==> config.mk <==
export PLATFORM = sky130hd
export DESIGN_NAME = lsnh_relax
export DESIGN_NICKNAME = d
export VERILOG_FILES = /design/src/lsnh_relax.sv
export SDC_FILE = /design/constraint.sdc
export NUM_CORES = 1
export LEC_CHECK = 0
export CORE_UTILIZATION = 62
export DETAILED_ROUTE_END_ITERATION = 8
export DONT_BUFFER_PORTS = 1
export GPL_TIMING_DRIVEN = 0
export PLACE_DENSITY = 0.85
export SLEW_MARGIN = 40
export SYNTH_ARGS = -nofsm -noshare
export SYNTH_HDL_FRONTEND = slang
export SYNTH_SLANG_ARGS = --single-unit
==> constraint.sdc <==
create_clock -name vclk -period 3.7
set_input_delay 0 -clock vclk [all_inputs]
set_output_delay 0 -clock vclk [all_outputs]
set_load 0.005 [all_outputs]
==> src/lsnh_relax.sv <==
// Relaxation of one node over a link out of the newly settled node.
`default_nettype none
module lsnh_relax #(
  parameter int NW        = 6,
  parameter int COST_BITS = 24
) (
  input  logic [NW-1:0]        k,
  input  logic [COST_BITS-1:0] cost_k,
  input  logic                 lk_present,
  input  logic [15:0]          lk_cost,
  input  logic                 old_valid,
  input  logic                 old_settled,
  input  logic [NW-1:0]        old_pred,
  input  logic [COST_BITS-1:0] old_cost,
  output logic                 new_valid,
  output logic [NW-1:0]        new_pred,
  output logic [COST_BITS-1:0] new_cost,
  output logic                 cand
);

  localparam int SW = ((COST_BITS > 16) ? COST_BITS : 16) + 1;
  localparam logic [COST_BITS-1:0] COST_MAX = {COST_BITS{1'b1}};

  logic [SW-1:0]        sum;
  logic [COST_BITS-1:0] sat;

  assign sum = SW'(cost_k) + SW'(lk_cost);
  assign sat = (sum > SW'(COST_MAX)) ? COST_MAX : COST_BITS'(sum);

  always_comb begin
    new_valid = old_valid;
    new_pred  = old_pred;
    new_cost  = old_cost;
    if (lk_present && !old_settled) begin
      if (!old_valid || sat < old_cost) begin
        new_valid = 1'b1;
        new_pred  = k;
        new_cost  = sat;
      end else if (sat == old_cost && k < old_pred) begin
        new_pred = k;
      end
    end
  end

  // A node competes for the next settle only if it is open and has a cost.
  assign cand = !old_settled && new_valid;

endmodule
`default_nettype wire
==> summary.md, run 1 <==
| Metric | Value |
|---|---|
| Die W | between 60 and 70 um |
| Vias | ~3,200 |
| CP delay by family, top | compound AO/OA/AOI/OAI gates |
| Fmax | between 200 and 300 MHz |
| Register area | 0 um^2 |
| DRT Pass-1 Iters | 6 |
| Global Route met1 Usage | 39.8% |
| Final estimated routing congestion in global placement | about 0.86 |
| Nature of the critical path endpoint | output port |
| Setup violations, final | 30 |
| Crit Path Max Fanout | 7 |
| Die height | 65.0 um |
| Avg WL per Cell | ~23 um |
| DP Wirelength | around 5.4 mm |
| CP max-delay cell | fa_2 |
| I/O Buffers | 0 |
| Routed vias/inst | 7.41 |
| Antenna Cells | 0 |
| # fillers | ~190 |
| CP bufs+invs | 4 |
| Vias in the first global route | approximately 2,500 |
| Fin Setup TNS | -4.73 ns |
| Syn. warnings | 0 |
| Failing checks | negative setup slack |
| Full die area | 0.00423 mm^2 |
| Critical Setup Path Class | primary input to output port |
| DP Cell Count | roughly 410 |
| Worst-margin pin slew | ~0.56 ns |
| Post-synthesis sequential area ratio | 0% |
| Share of cells above drive strength 1 | between 30% and 40% |
| Top-count cell post-synth | ha_1 |
| Relative slew margins | between 60% and 70% |
| Outcome | complete, but fails checks |
| Clock buffers | 0 |
| # rows | 22 |
| Worst setup slack after layout | -0.209 ns |
| Filler-free cell count of the finished design | 430 |
| Largest net degree at the start of global routing | 11 |
| Final Net Count | between 500 and 600 |
| DRT antenna net count | 0 |
| Synth top cells by count | 45 x ha_1, 37 x a21oi_1, 36 x inv_1 |
| Met2 Use GR | between 50% and 60% |
| Startpoint Class | primary input |
| DR iter-0 viols | approximately 300 |
| Core Area | 0.00374 mm^2 |
| VDD IR max | roughly 0.13 mV |
| Mapped Area | 0.00246 mm^2 |
| Mean Syn Cell Area | slightly below 7 um^2 |
| Synth Instances | roughly 360 |
| PD cells | between 150 and 200 mW/mm^2 |
| Max-slew violations | 0 |
| # Max-Cap Violations | 0 |
| DP Worst Slack | -0.403 ns |
| Top-area cell type share of the netlist area | a little under a quarter |
| RSZ-0062 raised after global routing | yes |
| Top cells by area, synth | ha_1 23%, a21oi_1 7.5%, mux2_2 7.3% |
| GRT busiest layer | met2 |
| IO Count | about 110 |
| Largest area contributor in the synthesized netlist | ha_1 |
| Critical path arrival | 3.91 ns |
| Initial antenna violation count | 0 |
| Global route overflow | 0 |
| CP Data Required Time | 3.70 ns |
| Hold buffers post-CTS | 0 |
| Initial core utilization | between 60% and 70% |
| Final Hold Viols | 0 |
| Net Count, Synth | slightly below 500 |
| GRT Util Overall | between 30% and 40% |
| First-pass GRT wire length | between 10 and 15 mm |
| Crit-path cells | ha_4 -> inv_2 -> fa_2 -> nand2b_4 -> a21oi_4 -> a41o_1 -> a311o_2 -> nand2_4 -> buf_12 -> buf_4 -> o31ai_2 -> ha_1 -> nand4_1 -> nor3_1 -> a221oi_2 -> o21ai_2 -> a211oi_4 -> buf_6 -> a31o_4 -> mux2_4 |
| Post-route DRC | 0 |
| Final wirelength | slightly below 10 mm |
| Post-synth cell types | 54 |
| FFs & Latches | 0 |
| Post-layout util | approximately 88% |
| Period Utilization, post-route | 106% |
| Grt met3 use | ~3.2% |
| Minimum clock period | 3.91 ns |
| Pwr Total | 0.612 mW |
| Synth-to-Final Area Change | 33.3% |
| P_leak | about 1.5 nW |
| Min-delay worst type | primary input to output port |
| Worst path max stage delay | between 0.3 and 0.4 ns |
final timing paths:
path	start	endpoint	slack, ns	cells past startpoint
max	lk_cost[0]	new_pred[2]	-0.21	20
min	old_settled	cand	0.04	1
cells by family after synthesis:
group	after synthesis	synth area share, %
adder cells (fa/ha/maj)	46	23.7
multiplexers	19	8.74
XOR/XNOR	11	3.91
buffers and inverters	53	9.86
AND/OR/NAND/NOR	112	23.7
AO/OA/AOI/OAI	117	30.1
per-layer routing:
metal  up-vias  part of all wire [%]  wire (um)
li1       1357                     -          -
met1      1420                    34       3380
met2       319                    47       4600
met3        90                    12       1160
met4         0                   7.2        714
met5         -                     0          0
repair_timing:
item,in CTS,in global routing
gates cloned,1,3
endpoints found under the setup margin,30,30
pin swaps,8,19
buffers inserted,5,22
gates resized for setup,34,76
stage by stage:
step	hold WS, ns	area (um^2)
global route	0.0433	3280
floorplan	0.0302	2460
CTS	0.0400	2700
global placement	0.0347	2520
detailed placement	0.0400	2520
finish	0.0404	3280
report_power, final:
part           switching [mW]  internal, mW  leakage (nW)
combinational           0.340         0.271          1.51
clock                       0             0             0
sequential                  0             0             0
area by class of cell:
cell class	count	area, um^2	share of cell area, %
inverters	36	135	4.12
plain buffers	11	130	3.96
well taps	48	60.1	1.83
repair buffers	29	280	8.54
multi-input cells	306	2680	81.6
cells in the final DEF, fill, tap and decap left out, types with 8 or more instances in the layout:
cell and n:
nand2_1 29, o21ai_1 8, ha_1 31, o21ai_0 13
mux2_4 10, ha_4 12, a21o_1 11, a21oi_1 29
nor2_1 24, inv_1 35, buf_4 22
Note: power is estimated with default switching activity, not from simulation.
==> run 2, diff against run 1 <==
- SETUP_SLACK_MARGIN: not set -> 0.05
==> summary.md, run 2 (synthesis results as in run 1) <==
| Metric | Value |
|---|---|
| # rows | 22 (unchanged) |
| Nature of the critical path endpoint | output port |
| Final estimated routing congestion in global placement | 0.858 (unchanged) |
| Max-slew violations | 0 (unchanged) |
| Core Area | 0.00374 mm^2 (unchanged) |
| Clock buffers | 0 (unchanged) |
| CP Data Required Time | 3.70 ns (about the same) |
| Post-route DRC | 0 (unchanged) |
| Period Utilization, post-route | 106% (+0.44 points) |
| Register area | 0 um^2 (unchanged) |
| Largest net degree at the start of global routing | 11 (unchanged) |
| Filler-free cell count of the finished design | 433 (+0.70%) |
| DR iter-0 viols | 464 (+50%) |
| FFs & Latches | 0 (unchanged) |
| Synth-to-Final Area Change | 42.6% |
| Initial core utilization | 65.8% (unchanged) |
| Critical path arrival | 3.92 ns (about the same) |
| Hold_sp | old_settled |
| Vias | 3,505 (+10%) |
| Final Net Count | 512 (+0.59%) |
| Outcome | complete, but fails checks |
| Commonest non-fill, non-tap cell in the layout | inv_1 |
| Worst hold endpoint | cand |
| Antenna Cells | 0 (unchanged) |
| WHS | 0.0426 ns (+0.00222 ns) |
| Full die area | 0.00423 mm^2 (unchanged) |
| DP Cell Count | 406 (unchanged) |
| Minimum clock period | 3.92 ns (+0.0161 ns) |
| Setup violations, final | 30 (unchanged) |
| RSZ-0062 raised after global routing | yes |
| Vias in the first global route | 2,749 (+10%) |
| I/O Buffers | 0 (unchanged) |
| Min-delay worst type | primary input to output port |
| DP Worst Slack | -0.403 ns (unchanged) |
| Initial antenna violation count | 0 (unchanged) |
| Critical Setup Path Class | primary input to output port |
| Avg WL per Cell | 27.1 um (+18%) |
| Hold Crit Depth | 1 (unchanged) |
| Failing checks | negative setup slack |
| GRT Util Overall | 33.9% (+3.0 points) |
| PD cells | 200 mW/mm^2 (+7.4%) |
| First-pass GRT wire length | 11.6 mm (+8.1%) |
| Die W | 65.0 um (unchanged) |
| Post-DP Area | 0.00252 mm^2 (unchanged) |
| Relative slew margins | 58.4% (-4.2 points) |
| Global route overflow | 0 (unchanged) |
| Fin area | 0.00351 mm^2 (+6.9%) |
| Final wirelength | 11.8 mm (+19%) |
| Final Hold Viols | 0 (unchanged) |
| Hold buffers post-CTS | 0 (unchanged) |
| VDD IR max | 0.162 mV (+26%) |
| DRT Pass-1 Iters | 9 (+3) |
| Routed vias/inst | 8.09 (+9.3%) |
| P_leak | 1.57 nW (+3.7%) |
| DP Wirelength | 5.36 mm (unchanged) |
| Crit Path Max Fanout | 7 (unchanged) |
| Share of cells above drive strength 1 | 39.2% (+7.3 points) |
| Worst-margin pin slew | 0.622 ns (+0.0622 ns) |
| Most frequent cells in the layout | 35 x inv_1, 28 x nand2_1, 25 x ha_1 |
| Startpoint Class | primary input |
| Worst setup slack after layout | -0.225 ns (-0.0161 ns) |
| DRT antenna net count | 0 (unchanged) |
| # Max-Cap Violations | 0 (unchanged) |
| Fmax | 255 MHz (-0.41%) |
| Die height | 65.0 um (unchanged) |
| Pwr Total | 0.703 mW (+15%) |
| IO Count | 111 (unchanged) |
[run 2: final cells by class]
| cell class | count | area [um^2] |
|---|---|---|
| repair buffers | 30 | 304 |
| plain buffers | 14 | 155 |
| multi-input cells | 305 | 2860 |
| fillers | 119 | 233 |
| well taps | 48 | 60.1 |
| inverters | 36 | 135 |
[run 2: how the worst max path moves through the flow]
stage | startpoint | to | slack, ns | cells past startpoint
after floorplan | cost_k[15] | new_cost[0] | 0.09 | 20
after global placement | cost_k[0] | new_cost[9] | -0.33 | 21
after detailed placement | cost_k[0] | new_cost[9] | -0.40 | 21
after CTS | cost_k[11] | new_pred[0] | 0.06 | 18
after global routing | cost_k[6] | new_cost[18] | -0.40 | 18
final | cost_k[9] | new_cost[0] | -0.22 | 17
[run 2: power breakdown]
group | switching (mW) | leakage, nW | total (mW) | internal (mW)
Combinational | 0.394 | 1.57 | 0.703 | 0.309
Sequential | 0 | 0 | 0 | 0
Clock | 0 | 0 | 0 | 0
[run 2: critical path, cell delays in order]
cell and delay (ns):
ha_2 0.32, a21oi_1 0.25, o21bai_1 0.11, a41o_1 0.24, a311o_2 0.48, buf_6 0.15, mux2_4 0.31, ha_1 0.29
nand4_1 0.21, nor3_2 0.09, a221oi_2 0.30, o21ai_2 0.14, a211oi_4 0.43, buf_6 0.23, clkbuf_16 0.19, nor2_4 0.04
a21oi_2 0.13
[run 2: what timing repair did]
item | 4_1_cts | 5_1_grt
gates cloned | 2 | 2
gates resized for setup | 59 | 93
buffers inserted | 18 | 9
endpoints found under the setup margin | 30 | 30
pin swaps | 20 | 30
[run 2: per-stage QoR]
step                      util (%)  TNS (ns)
final                         93.8     -5.05
after CTS                     78.6         0
after global routing          93.8    -10.11
after global placement        67.4     -6.47
after floorplan                  -         0
after detailed placement      67.4     -8.64
[run 2: metal layers]
metal	wire length [um]	GRT usage [%]	share of wire, %
met4	1140	11.7	9.7
met1	3830	40.1	33
met5	0	0	0
met2	5190	61.3	44
met3	1590	4.93	14
